## src/rtl/mts_pkg.sv

```systemverilog
// Shared types and codes for the multi timer scheduler.
// Used by mts_ctrl, mts_dp and the top level; no dependencies.
package mts_pkg;

  localparam int TIMERS_DEF = 16;
  localparam int FRAC_DEF   = 16;
  localparam int MAX_FIRES  = 16;
  localparam int TW         = 48;

  localparam logic [2:0] OP_FRAME   = 3'd0;
  localparam logic [2:0] OP_CREATE  = 3'd1;
  localparam logic [2:0] OP_KILL    = 3'd2;
  localparam logic [2:0] OP_RESCHED = 3'd3;
  localparam logic [2:0] OP_LEVEL   = 3'd4;

  localparam logic [2:0] KIND_FIRED    = 3'd0;
  localparam logic [2:0] KIND_CREATED  = 3'd1;
  localparam logic [2:0] KIND_DONE     = 3'd2;
  localparam logic [2:0] KIND_NOTFOUND = 3'd3;
  localparam logic [2:0] KIND_FULL     = 3'd4;

  localparam logic [1:0] CFG_TICK    = 2'd0;
  localparam logic [1:0] CFG_PERIOD  = 2'd1;
  localparam logic [1:0] CFG_CATCHUP = 2'd2;

  typedef enum logic [1:0] {
    MODE_FIRE,
    MODE_FIND,
    MODE_FREE,
    MODE_LEVEL
  } scan_mode_t;

  typedef enum logic [1:0] {
    ID_ZERO,
    ID_PEND,
    ID_CTR
  } id_sel_t;

  typedef struct packed {
    logic       latch;
    logic       adv;
    logic       chk;
    logic       scan_start;
    scan_mode_t mode;
    logic       fire_apply;
    logic       create_apply;
    logic       kill_apply;
    logic       resched_apply;
    logic       lvl_end;
    logic       nt_upd;
    logic       load_out;
    logic [2:0] out_kind;
    logic       out_last;
    id_sel_t    out_sel;
  } cmd_t;

  typedef struct packed {
    logic scan_done;
    logic best_hit;
    logic think;
  } status_t;

endpackage

```

## src/rtl/mts_dp.sv

```systemverilog
// Datapath of the multi timer scheduler: slot memories, valid bits, time
// registers, configuration registers, slot scanner and result register.
// Depends on mts_pkg.
module mts_dp #(
  parameter int TIMERS        = mts_pkg::TIMERS_DEF,
  parameter int FRACTION_BITS = mts_pkg::FRAC_DEF
) (
  input  logic                      clk,
  input  logic                      rst_n,
  input  mts_pkg::cmd_t             cmd,
  output mts_pkg::status_t          st,
  input  logic                      in_simulating,
  input  logic [mts_pkg::TW-1:0]    in_cur_time,
  input  logic [31:0]               in_delay,
  input  logic                      in_periodic,
  input  logic                      in_map_bound,
  input  logic [31:0]               in_timer_id,
  input  logic                      cfg_we,
  input  logic [1:0]                cfg_idx,
  input  logic [31:0]               cfg_data,
  output logic [2:0]                out_kind,
  output logic [31:0]               out_result_id,
  output logic                      out_last
);

  localparam int IW = $clog2(TIMERS);
  localparam int CW = IW + 1;
  localparam logic [15:0] TICK_RST =
    16'((64'd1 << (FRACTION_BITS - 6)) & 64'hFFFF);
  localparam logic [31:0] PER_RST =
    32'(((64'd1 << FRACTION_BITS) + 64'd5) / 64'd10);
  localparam int TWD = mts_pkg::TW;

  logic [TWD-1:0] ut_r, nt_r, lft_r;
  logic           seen_r;
  logic [31:0]    ctr_r;
  logic [15:0]    tick_r;
  logic [31:0]    per_r, lim_r;
  logic           think_r, catch_r;

  logic           sim_l_r, per_l_r, map_l_r;
  logic [TWD-1:0] cur_l_r;
  logic [31:0]    dly_l_r, tid_l_r;

  logic [TIMERS-1:0] valid_r, done_r;
  logic [TWD-1:0] mem_due [TIMERS];
  logic [31:0]    mem_id  [TIMERS];
  logic [31:0]    mem_dly [TIMERS];
  logic           mem_per [TIMERS];
  logic           mem_map [TIMERS];

  logic              scan_r;
  mts_pkg::scan_mode_t mode_r;
  logic [CW-1:0]     cnt_r;
  logic              rd_vld_r;
  logic [IW-1:0]     rd_idx_r;
  logic [TWD-1:0]    rd_due_r;
  logic [31:0]       rd_id_r, rd_dly_r;
  logic              rd_per_r, rd_map_r;

  logic              best_hit_r;
  logic [IW-1:0]     best_idx_r;
  logic [TWD-1:0]    best_due_r;
  logic [31:0]       best_id_r, best_dly_r;
  logic              best_per_r;
  logic [31:0]       pend_id_r;

  logic [2:0]        okind_r;
  logic [31:0]       oid_r;
  logic              olast_r;

  logic              scan_end;
  logic              rd_v;
  logic              cand;
  logic              due_we, dly_we, new_we;
  logic [TWD-1:0]    due_wd;
  logic [31:0]       dly_wd;

  assign scan_end = scan_r && (cnt_r == CW'(TIMERS)) && !rd_vld_r;
  assign rd_v     = valid_r[rd_idx_r];

  always_comb begin
    cand = 1'b0;
    case (mode_r)
      mts_pkg::MODE_FIRE: begin
        cand = rd_v && !done_r[rd_idx_r] && (rd_due_r <= ut_r) &&
               (!best_hit_r || (rd_due_r < best_due_r) ||
                ((rd_due_r == best_due_r) && (rd_id_r < best_id_r)));
      end
      mts_pkg::MODE_FIND:  cand = rd_v && (rd_id_r == tid_l_r) && !best_hit_r;
      mts_pkg::MODE_FREE:  cand = !rd_v && !best_hit_r;
      default:             cand = 1'b0;
    endcase
  end

  always_comb begin
    due_we = 1'b0;
    dly_we = 1'b0;
    new_we = 1'b0;
    due_wd = ut_r + TWD'(dly_l_r);
    dly_wd = dly_l_r;
    if (cmd.fire_apply && best_per_r) begin
      due_we = 1'b1;
      due_wd = ut_r + TWD'(best_dly_r);
    end
    if (cmd.create_apply) begin
      due_we = 1'b1;
      dly_we = 1'b1;
      new_we = 1'b1;
    end
    if (cmd.resched_apply) begin
      due_we = 1'b1;
      dly_we = 1'b1;
    end
  end

  always_ff @(posedge clk) begin
    if (due_we) mem_due[best_idx_r] <= due_wd;
    if (dly_we) mem_dly[best_idx_r] <= dly_wd;
    if (new_we) begin
      mem_id[best_idx_r]  <= ctr_r + 32'd1;
      mem_per[best_idx_r] <= per_l_r;
      mem_map[best_idx_r] <= map_l_r;
    end
    rd_due_r <= mem_due[cnt_r[IW-1:0]];
    rd_id_r  <= mem_id[cnt_r[IW-1:0]];
    rd_dly_r <= mem_dly[cnt_r[IW-1:0]];
    rd_per_r <= mem_per[cnt_r[IW-1:0]];
    rd_map_r <= mem_map[cnt_r[IW-1:0]];
    rd_idx_r <= cnt_r[IW-1:0];
  end

  always_ff @(posedge clk) begin
    if (cmd.latch) begin
      sim_l_r <= in_simulating;
      cur_l_r <= in_cur_time;
      dly_l_r <= (in_delay == 32'd0) ? 32'd1 : in_delay;
      per_l_r <= in_periodic;
      map_l_r <= in_map_bound;
      tid_l_r <= in_timer_id;
    end
    if (cmd.adv) lft_r <= cur_l_r;
    if (cmd.chk) begin
      think_r <= ut_r >= nt_r;
      catch_r <= (ut_r - nt_r) <= TWD'({1'b0, per_r} + {1'b0, lim_r});
    end
    if (rd_vld_r && cand) begin
      best_idx_r <= rd_idx_r;
      best_due_r <= rd_due_r;
      best_id_r  <= rd_id_r;
      best_dly_r <= rd_dly_r;
      best_per_r <= rd_per_r;
    end
    if (cmd.fire_apply) pend_id_r <= best_id_r;
    if (cmd.load_out) begin
      okind_r <= cmd.out_kind;
      olast_r <= cmd.out_last;
      case (cmd.out_sel)
        mts_pkg::ID_PEND: oid_r <= pend_id_r;
        mts_pkg::ID_CTR:  oid_r <= ctr_r;
        default:          oid_r <= 32'd0;
      endcase
    end
  end

  always_ff @(posedge clk) begin
    if (!rst_n) begin
      ut_r       <= '0;
      nt_r       <= '0;
      seen_r     <= 1'b0;
      ctr_r      <= '0;
      tick_r     <= TICK_RST;
      per_r      <= PER_RST;
      lim_r      <= PER_RST;
      valid_r    <= '0;
      done_r     <= '0;
      scan_r     <= 1'b0;
      mode_r     <= mts_pkg::MODE_FIRE;
      cnt_r      <= '0;
      rd_vld_r   <= 1'b0;
      best_hit_r <= 1'b0;
    end else begin
      if (cfg_we) begin
        case (cfg_idx)
          mts_pkg::CFG_TICK:    tick_r <= cfg_data[15:0];
          mts_pkg::CFG_PERIOD:  per_r  <= cfg_data;
          mts_pkg::CFG_CATCHUP: lim_r  <= cfg_data;
          default: ;
        endcase
      end
      if (cmd.adv) begin
        if (sim_l_r && seen_r) ut_r <= ut_r + cur_l_r - lft_r;
        else                   ut_r <= ut_r + TWD'(tick_r);
        seen_r <= 1'b1;
        done_r <= '0;
      end
      if (cmd.lvl_end) seen_r <= 1'b0;
      if (cmd.nt_upd) begin
        if (catch_r) nt_r <= nt_r + TWD'(per_r);
        else         nt_r <= ut_r + TWD'(per_r);
      end
      if (cmd.scan_start) begin
        scan_r     <= 1'b1;
        mode_r     <= cmd.mode;
        cnt_r      <= '0;
        rd_vld_r   <= 1'b0;
        best_hit_r <= 1'b0;
      end else if (scan_r) begin
        if (cnt_r != CW'(TIMERS)) begin
          cnt_r    <= cnt_r + CW'(1);
          rd_vld_r <= 1'b1;
        end else begin
          rd_vld_r <= 1'b0;
        end
        if (scan_end) scan_r <= 1'b0;
        if (rd_vld_r && cand) best_hit_r <= 1'b1;
        if (rd_vld_r && (mode_r == mts_pkg::MODE_LEVEL) && rd_v && rd_map_r)
          valid_r[rd_idx_r] <= 1'b0;
      end
      if (cmd.fire_apply) begin
        done_r[best_idx_r] <= 1'b1;
        if (!best_per_r) valid_r[best_idx_r] <= 1'b0;
      end
      if (cmd.create_apply) begin
        valid_r[best_idx_r] <= 1'b1;
        ctr_r <= ctr_r + 32'd1;
      end
      if (cmd.kill_apply) valid_r[best_idx_r] <= 1'b0;
    end
  end

  assign st.scan_done = scan_end;
  assign st.best_hit  = best_hit_r;
  assign st.think     = think_r;

  assign out_kind      = okind_r;
  assign out_result_id = oid_r;
  assign out_last      = olast_r;

endmodule

```

## src/rtl/mts_ctrl.sv

```systemverilog
// Controller of the multi timer scheduler: request sequencing, fire loop
// and result handshake. Depends on mts_pkg.
module mts_ctrl (
  input  logic                clk,
  input  logic                rst_n,
  input  logic                in_valid,
  output logic                in_ready,
  input  logic [2:0]          in_op,
  output logic                out_valid,
  input  logic                out_ready,
  output mts_pkg::cmd_t       cmd,
  input  mts_pkg::status_t    st
);

  localparam int FCW = $clog2(mts_pkg::MAX_FIRES + 1);

  typedef enum logic [2:0] {
    S_IDLE,
    S_ADV,
    S_CHK,
    S_TEST,
    S_SCAN,
    S_DECIDE,
    S_EMIT
  } state_t;

  state_t           state_r, state_nxt;
  logic [2:0]       op_r, op_nxt;
  logic [FCW-1:0]   fcnt_r, fcnt_nxt;
  logic             pend_r, pend_nxt;
  logic [2:0]       em_kind_r, em_kind_nxt;
  logic             em_last_r, em_last_nxt;
  mts_pkg::id_sel_t em_sel_r, em_sel_nxt;
  logic             out_valid_r, out_valid_nxt;
  logic             out_free;

  assign out_free  = !out_valid_r || out_ready;
  assign in_ready  = (state_r == S_IDLE);
  assign out_valid = out_valid_r;

  always_comb begin
    cmd           = '0;
    state_nxt     = state_r;
    op_nxt        = op_r;
    fcnt_nxt      = fcnt_r;
    pend_nxt      = pend_r;
    em_kind_nxt   = em_kind_r;
    em_last_nxt   = em_last_r;
    em_sel_nxt    = em_sel_r;
    out_valid_nxt = out_valid_r && !out_ready;
    case (state_r)
      S_IDLE: begin
        if (in_valid) begin
          cmd.latch = 1'b1;
          op_nxt    = in_op;
          case (in_op)
            mts_pkg::OP_FRAME: state_nxt = S_ADV;
            mts_pkg::OP_CREATE: begin
              cmd.scan_start = 1'b1;
              cmd.mode       = mts_pkg::MODE_FREE;
              state_nxt      = S_SCAN;
            end
            mts_pkg::OP_KILL, mts_pkg::OP_RESCHED: begin
              cmd.scan_start = 1'b1;
              cmd.mode       = mts_pkg::MODE_FIND;
              state_nxt      = S_SCAN;
            end
            mts_pkg::OP_LEVEL: begin
              cmd.scan_start = 1'b1;
              cmd.mode       = mts_pkg::MODE_LEVEL;
              state_nxt      = S_SCAN;
            end
            default: begin
              em_kind_nxt = mts_pkg::KIND_DONE;
              em_sel_nxt  = mts_pkg::ID_ZERO;
              em_last_nxt = 1'b1;
              state_nxt   = S_EMIT;
            end
          endcase
        end
      end
      S_ADV: begin
        cmd.adv   = 1'b1;
        state_nxt = S_CHK;
      end
      S_CHK: begin
        cmd.chk   = 1'b1;
        state_nxt = S_TEST;
      end
      S_TEST: begin
        if (st.think) begin
          fcnt_nxt       = '0;
          pend_nxt       = 1'b0;
          cmd.scan_start = 1'b1;
          cmd.mode       = mts_pkg::MODE_FIRE;
          state_nxt      = S_SCAN;
        end else begin
          em_kind_nxt = mts_pkg::KIND_DONE;
          em_sel_nxt  = mts_pkg::ID_ZERO;
          em_last_nxt = 1'b1;
          state_nxt   = S_EMIT;
        end
      end
      S_SCAN: begin
        if (st.scan_done) state_nxt = S_DECIDE;
      end
      S_DECIDE: begin
        em_last_nxt = 1'b1;
        em_sel_nxt  = mts_pkg::ID_ZERO;
        em_kind_nxt = mts_pkg::KIND_DONE;
        case (op_r)
          mts_pkg::OP_FRAME: begin
            if (st.best_hit) begin
              if (!pend_r || out_free) begin
                if (pend_r) begin
                  cmd.load_out  = 1'b1;
                  cmd.out_kind  = mts_pkg::KIND_FIRED;
                  cmd.out_sel   = mts_pkg::ID_PEND;
                  cmd.out_last  = 1'b0;
                  out_valid_nxt = 1'b1;
                end
                cmd.fire_apply = 1'b1;
                pend_nxt       = 1'b1;
                fcnt_nxt       = fcnt_r + FCW'(1);
                if (fcnt_r == FCW'(mts_pkg::MAX_FIRES - 1)) begin
                  cmd.nt_upd  = 1'b1;
                  em_kind_nxt = mts_pkg::KIND_FIRED;
                  em_sel_nxt  = mts_pkg::ID_PEND;
                  state_nxt   = S_EMIT;
                end else begin
                  cmd.scan_start = 1'b1;
                  cmd.mode       = mts_pkg::MODE_FIRE;
                  state_nxt      = S_SCAN;
                end
              end
            end else begin
              cmd.nt_upd = 1'b1;
              if (pend_r) begin
                em_kind_nxt = mts_pkg::KIND_FIRED;
                em_sel_nxt  = mts_pkg::ID_PEND;
              end
              state_nxt = S_EMIT;
            end
          end
          mts_pkg::OP_CREATE: begin
            if (st.best_hit) begin
              cmd.create_apply = 1'b1;
              em_kind_nxt      = mts_pkg::KIND_CREATED;
              em_sel_nxt       = mts_pkg::ID_CTR;
            end else begin
              em_kind_nxt = mts_pkg::KIND_FULL;
            end
            state_nxt = S_EMIT;
          end
          mts_pkg::OP_KILL: begin
            if (st.best_hit) cmd.kill_apply = 1'b1;
            else             em_kind_nxt = mts_pkg::KIND_NOTFOUND;
            state_nxt = S_EMIT;
          end
          mts_pkg::OP_RESCHED: begin
            if (st.best_hit) cmd.resched_apply = 1'b1;
            else             em_kind_nxt = mts_pkg::KIND_NOTFOUND;
            state_nxt = S_EMIT;
          end
          mts_pkg::OP_LEVEL: begin
            cmd.lvl_end = 1'b1;
            state_nxt   = S_EMIT;
          end
          default: state_nxt = S_EMIT;
        endcase
      end
      S_EMIT: begin
        if (out_free) begin
          cmd.load_out  = 1'b1;
          cmd.out_kind  = em_kind_r;
          cmd.out_sel   = em_sel_r;
          cmd.out_last  = em_last_r;
          out_valid_nxt = 1'b1;
          state_nxt     = S_IDLE;
        end
      end
      default: state_nxt = S_IDLE;
    endcase
  end

  always_ff @(posedge clk) begin
    if (!rst_n) begin
      state_r     <= S_IDLE;
      op_r        <= mts_pkg::OP_FRAME;
      fcnt_r      <= '0;
      pend_r      <= 1'b0;
      em_kind_r   <= mts_pkg::KIND_DONE;
      em_last_r   <= 1'b0;
      em_sel_r    <= mts_pkg::ID_ZERO;
      out_valid_r <= 1'b0;
    end else begin
      state_r     <= state_nxt;
      op_r        <= op_nxt;
      fcnt_r      <= fcnt_nxt;
      pend_r      <= pend_nxt;
      em_kind_r   <= em_kind_nxt;
      em_last_r   <= em_last_nxt;
      em_sel_r    <= em_sel_nxt;
      out_valid_r <= out_valid_nxt;
    end
  end

endmodule

```

## src/rtl/multi_timer_scheduler.sv

```systemverilog
// Timer table of TIMERS one-shot or periodic timers, advanced by frame
// requests; one request is handled at a time. Create, kill, reschedule and
// level end requests scan the slot table once, one slot per cycle. A frame
// that reaches its check time rescans the table once per fired timer (at
// most 16 per frame) plus one closing scan when fewer than 16 fire, after
// its time update. Results leave through an output register, so the next
// request can enter while the last result waits.
// Depends on mts_pkg, mts_ctrl and mts_dp.
module multi_timer_scheduler #(
  parameter int TIMERS        = mts_pkg::TIMERS_DEF,
  parameter int FRACTION_BITS = mts_pkg::FRAC_DEF
) (
  input  logic        clk,
  input  logic        rst_n,
  input  logic        in_valid,
  output logic        in_ready,
  input  logic [2:0]  in_op,
  input  logic        in_simulating,
  input  logic [47:0] in_cur_time,
  input  logic [31:0] in_delay,
  input  logic        in_periodic,
  input  logic        in_map_bound,
  input  logic [31:0] in_timer_id,
  output logic        out_valid,
  input  logic        out_ready,
  output logic [2:0]  out_kind,
  output logic [31:0] out_result_id,
  output logic        out_last,
  input  logic        cfg_we,
  input  logic [1:0]  cfg_idx,
  input  logic [31:0] cfg_data
);

  mts_pkg::cmd_t    cmd;
  mts_pkg::status_t st;

  mts_ctrl u_ctrl (
    .clk       (clk),
    .rst_n     (rst_n),
    .in_valid  (in_valid),
    .in_ready  (in_ready),
    .in_op     (in_op),
    .out_valid (out_valid),
    .out_ready (out_ready),
    .cmd       (cmd),
    .st        (st)
  );

  mts_dp #(
    .TIMERS        (TIMERS),
    .FRACTION_BITS (FRACTION_BITS)
  ) u_dp (
    .clk           (clk),
    .rst_n         (rst_n),
    .cmd           (cmd),
    .st            (st),
    .in_simulating (in_simulating),
    .in_cur_time   (in_cur_time),
    .in_delay      (in_delay),
    .in_periodic   (in_periodic),
    .in_map_bound  (in_map_bound),
    .in_timer_id   (in_timer_id),
    .cfg_we        (cfg_we),
    .cfg_idx       (cfg_idx),
    .cfg_data      (cfg_data),
    .out_kind      (out_kind),
    .out_result_id (out_result_id),
    .out_last      (out_last)
  );

endmodule

```

## config.mk

```make
export PLATFORM = sky130hd
export DESIGN_NAME = multi_timer_scheduler
export DESIGN_NICKNAME = d
export VERILOG_FILES = /design/src/rtl/mts_pkg.sv /design/src/rtl/mts_dp.sv /design/src/rtl/mts_ctrl.sv /design/src/rtl/multi_timer_scheduler.sv
export SDC_FILE = /design/constraint.sdc
export NUM_CORES = 2
export LEC_CHECK = 0
export BUFFER_PORTS_ARGS = -buffer_cell sky130_fd_sc_hd__buf_4
export CAP_MARGIN = 25
export CORE_UTILIZATION = 55
export CTS_BUF_LIST = sky130_fd_sc_hd__clkbuf_16
export CTS_CLUSTER_SIZE = 24
export DETAILED_ROUTE_END_ITERATION = 7
export PLACE_DENSITY = 0.69
export SYNTH_ARGS = -nofsm -noshare
export SYNTH_HDL_FRONTEND = slang
export SYNTH_HIERARCHICAL = 1
export SYNTH_SLANG_ARGS = --single-unit
```

## constraint.sdc

```tcl
create_clock -name clk -period 11.6 [get_ports clk]
set_clock_uncertainty 0.2 [all_clocks]
set_input_delay 0 -clock clk [delete_from_list [all_inputs] [get_ports clk]]
set_output_delay 0 -clock clk [all_outputs]
set_load 0.02 [all_outputs]
```

==> impl_metrics.yaml <==
status:
  status: "finished, violations left"
  violations: "design-rule violations"
clocking:
  ctsLongestPathBuffers: 4
  clk_latency_ns: 0.94
  cts_resized: 0
  cts.sinks: 2562
  postCtsSetupBuffers: 0
  clk_pin_slew_ns: 0.06
  cts_tree: "yes"
  cts_made_buffers: 282
  cts-htree-levels: 5
  root_buffer: "clkbuf_16"
setup_path:
  path_cells: "inv_1 > ha_1 > nor2b_1 > o21ai_0 > nand2b_1 > a21oi_1 > o21ai_0 > nand2b_1 > a31oi_1 > a211oi_1 > o21ai_0 > a31o_2 > a21oi_4 > buf_4 > buf_4"
  r2r.worst_path.cells: 15
  worst-r2r-setup-slack_ns: 5.05
  r2r-end: "u_dp/best_due_r[2]$_DFFE_PN_"
  cpPeakStageDelay_ns: 0.73
  crit_slowest_cell: "dfxtp_1"
  worstSetupStartpointType: "flip-flop"
  path_class: "flip-flop to flip-flop"
  crit_required_ns: 11.89
  crit_top_cell: "o21ai_0"
  r2r_start: "u_dp/ut_r[1]$_SDFFE_PN0P_"
  worstPathArrival_ns: 6.85
  end_kind: "flip-flop"
  worst-path-max-fanout: 51
floorplan:
  dieArea_mm2: 0.206
  die_w_um: 454
  core-area_mm2: 0.203
  start_util_pct: 55.5
  io_pins: 195
  rows: 165
  die_h_um: 454
synthesis:
  synth_fa_ha_area_share_pct: 5.15
  synth_xor_area_share_pct: 2.23
  synth_top_family_by_area: "multiplexers"
  synthTopCellsByCount: "edfxtp_1 (2,174), mux4_2 (580), nand2_1 (433)"
  synth_largest_area_cell: "edfxtp_1"
  synth.most_common_cell: "edfxtp_1"
  postSynthAreaPerCell_um2: 15.5
  synth.yosys.warnings: 6
  postSynthCellCount: 7262
  syn_nets: 7851
  ys_seq_area_share_pct: 64.9
  synth_area_leaders: "edfxtp_1 (58%), mux4_2 (12%), dfxtp_1 (6.9%)"
  synth_mux_area_share_pct: 12.3
  synth_seq_cells: 2562
  synth_compound_area_share_pct: 6.80
  synth-edff-count: 2174
  synth_cell_type_count: 123
  synthSimpleGateAreaFrac_pct: 6.01
  syn_area_mm2: 0.113
  synth_top_area_share_pct: 58.0
  synthFlopType: "edfxtp_1"
  async_reset_ff_share_pct: 0
routing:
  ant_nets: 0
  vias_per_cell: 6.34
  drt_iter0_markers: 8080
  routed_wl_um: 317000
  num_vias: 68600
  drt-wirelength-per-cell_um: 29.3
  dr.pass1.iters: 8
  drc: 4
place:
  hpwlAfterDp_um: 201000
  dp_cells: 9919
  portBuffers: 194
  place_area_mm2: 0.117
  place.gp.congestion: 0.986
layout:
  drive_gt1_share_pct: 18.3
  fin_area_mm2: 0.130
  finalNonFillerCells: 10800
  fillers: 14100
  regArea_mm2: 0.0731
  final_core_util_pct: 64.1
  final_net_count: 8502
  syn2layout_area_growth_pct: 15.6
  multi_input_area_mm2: 0.0369
sta:
  slew_violations: 0
  fin_crit_sh_pct: 56.5
  slew_headroom_pct: 25.2
  rsz0062_at_grt: "no"
  hold_violations: 0
  tns_ns: 0
  tightest_slew_ns: 1.11
  setup_viol: 0
  min_period_ns: 6.55
  fmax_mhz: 153
grt:
  grt_usage_pct: 30.7
  grt_pass1_wl_um: 459000
  grt.overflow.total: 0
  grt_pass1_vias: 67800
  antenna_found_initial: 21
  grt_max_degree: 140
worst_hold_path:
  hold_path_depth: 5
  hp-start: "in_delay[5]"
  hold_end: "u_dp/dly_l_r[0]$_SDFFCE_PN1P_"
  min_path_type: "input pin to flip-flop"
power:
  ir_worst_vdd_mv: 0.167
  power_mw: 23.3
  power.density_mw_per_mm2: 179
  power.leakage_nw: 44.9
run:
  drv_cap: 0
[registers in the layout, indices dropped and copies added (netlist names), 48 cells and up]
register and cells:
u_dp/mem_id 512, u_dp/mem_due 768, u_dp/nt_r 48, u_dp/best_due_r 48, u_dp/cur_l_r 48, u_dp/mem_dly 512, u_dp/ut_r 48, u_dp/lft_r 48
u_dp/rd_due_r 48
[worst max-delay path by stage]
stage	start	endpoint	slack, ns
global route	u_dp/ut_r[1]$_SDFFE_PN0P_	u_dp/best_due_r[5]$_DFFE_PN_	4.79
detailed placement	u_dp/ut_r[1]$_SDFFE_PN0P_	u_dp/best_id_r[26]$_DFFE_PN_	4.92
global placement	u_dp/ut_r[1]$_SDFFE_PN0P_	u_dp/best_id_r[26]$_DFFE_PN_	4.88
CTS	u_dp/ut_r[1]$_SDFFE_PN0P_	u_dp/best_due_r[4]$_DFFE_PN_	4.90
floorplan	u_dp/ut_r[41]$_SDFFE_PN0P_	u_dp/best_dly_r[0]$_DFFE_PN_	2.72
finish	u_dp/ut_r[1]$_SDFFE_PN0P_	u_dp/best_due_r[2]$_DFFE_PN_	5.05
[worst max-delay path: cells and delay by family (launching register included)]
| kind | cells | cell delay (ns) |
|---|---|---|
| flops | 1 | 0.73 |
| simple gates | 3 | 0.29 |
| compound gates | 8 | 2.65 |
| fa+ha+maj | 1 | 0.38 |
| buf+inv | 3 | 1.76 |
[layer usage]
| layer | vias to the layer above | GRT usage (%) | share of wire, % |
|---|---|---|---|
| met4 | 16 | 13.0 | 4.8 |
| met5 | - | 0 | 0.032 |
| li1 | 29400 | - | - |
| met2 | 3490 | 48.9 | 47 |
| met3 | 704 | 5.55 | 9.0 |
| met1 | 34900 | 41.9 | 39 |
[logic make-up after synthesis]
group | after synthesis
flops | 2562
simple gates | 1415
compound gates | 1166
buf+inv | 749
mux | 651
fa+ha+maj | 432
xor+xnor | 287
[placed cells by master, fill, tap and decap left out, types with 35 or more instances in the layout]
| master | Yosys | layout |
|---|---|---|
| ha_1 | 380 | 380 |
| nor3_1 | 73 | 73 |
| clkinv_1 | 1 | 63 |
| mux2i_1 | 35 | 35 |
| mux4_2 | 580 | 580 |
| edfxtp_1 | 2174 | 2174 |
| xor2_1 | 111 | 111 |
| nand2_1 | 433 | 432 |
| clkinv_2 | 0 | 35 |
| buf_4 | 3 | 354 |
| and3_1 | 42 | 36 |
| a21oi_1 | 352 | 351 |
| xnor2_1 | 176 | 176 |
| clkbuf_16 | 0 | 289 |
| a22oi_1 | 50 | 50 |
| inv_1 | 399 | 455 |
| a211oi_1 | 63 | 63 |
| nor2_4 | 0 | 36 |
| nor2_1 | 376 | 340 |
| a21o_1 | 153 | 153 |
| nand4_1 | 84 | 84 |
| o21a_1 | 41 | 41 |
| dfxtp_1 | 388 | 384 |
| nand2b_1 | 54 | 54 |
| mux2_2 | 35 | 35 |
| fa_1 | 52 | 52 |
| dlygate4sd3_1 | 0 | 341 |
| nor2b_1 | 54 | 54 |
| o21ai_0 | 211 | 211 |
| nand3_1 | 158 | 158 |
[where the power goes]
| part | switching [mW] | total, mW | internal [mW] |
|---|---|---|---|
| sequential | 0.363 | 10.8 | 10.4 |
| clock | 3.53 | 8.51 | 4.98 |
| combinational | 2.30 | 3.98 | 1.68 |
| total | 6.19 | 23.3 | 17.1 |
[cell type report]
cell class                      count  share of cell area [%]
Tap cell                         2672                    2.57
Timing Repair Buffer              716                    5.00
Antenna cell                       23                  0.0443
Clock inverter                    199                    1.11
Sequential cell                  2562                    56.2
Inverter                          400                    1.16
Clock buffer                      289                    5.56
Multi-Input combinational cell   3951                    28.4
[what timing repair did]
| item | CTS | global route |
|---|---|---|
| endpoints found under the hold margin | 337 | 0 |
| endpoints found under the setup margin | 0 | 0 |
| hold buffers | 341 | 0 |
[stage by stage]
stage | worst slack [ns] | hold WS [ns]
after global routing | 4.79 | 0.0235
after global placement | 4.88 | -0.0215
after CTS | 4.90 | 0.0108
after detailed placement | 4.92 | -0.0206
final | 5.05 | 0.0491
after floorplan | 2.72 | -0.101
(Power assumes the default switching activity.)
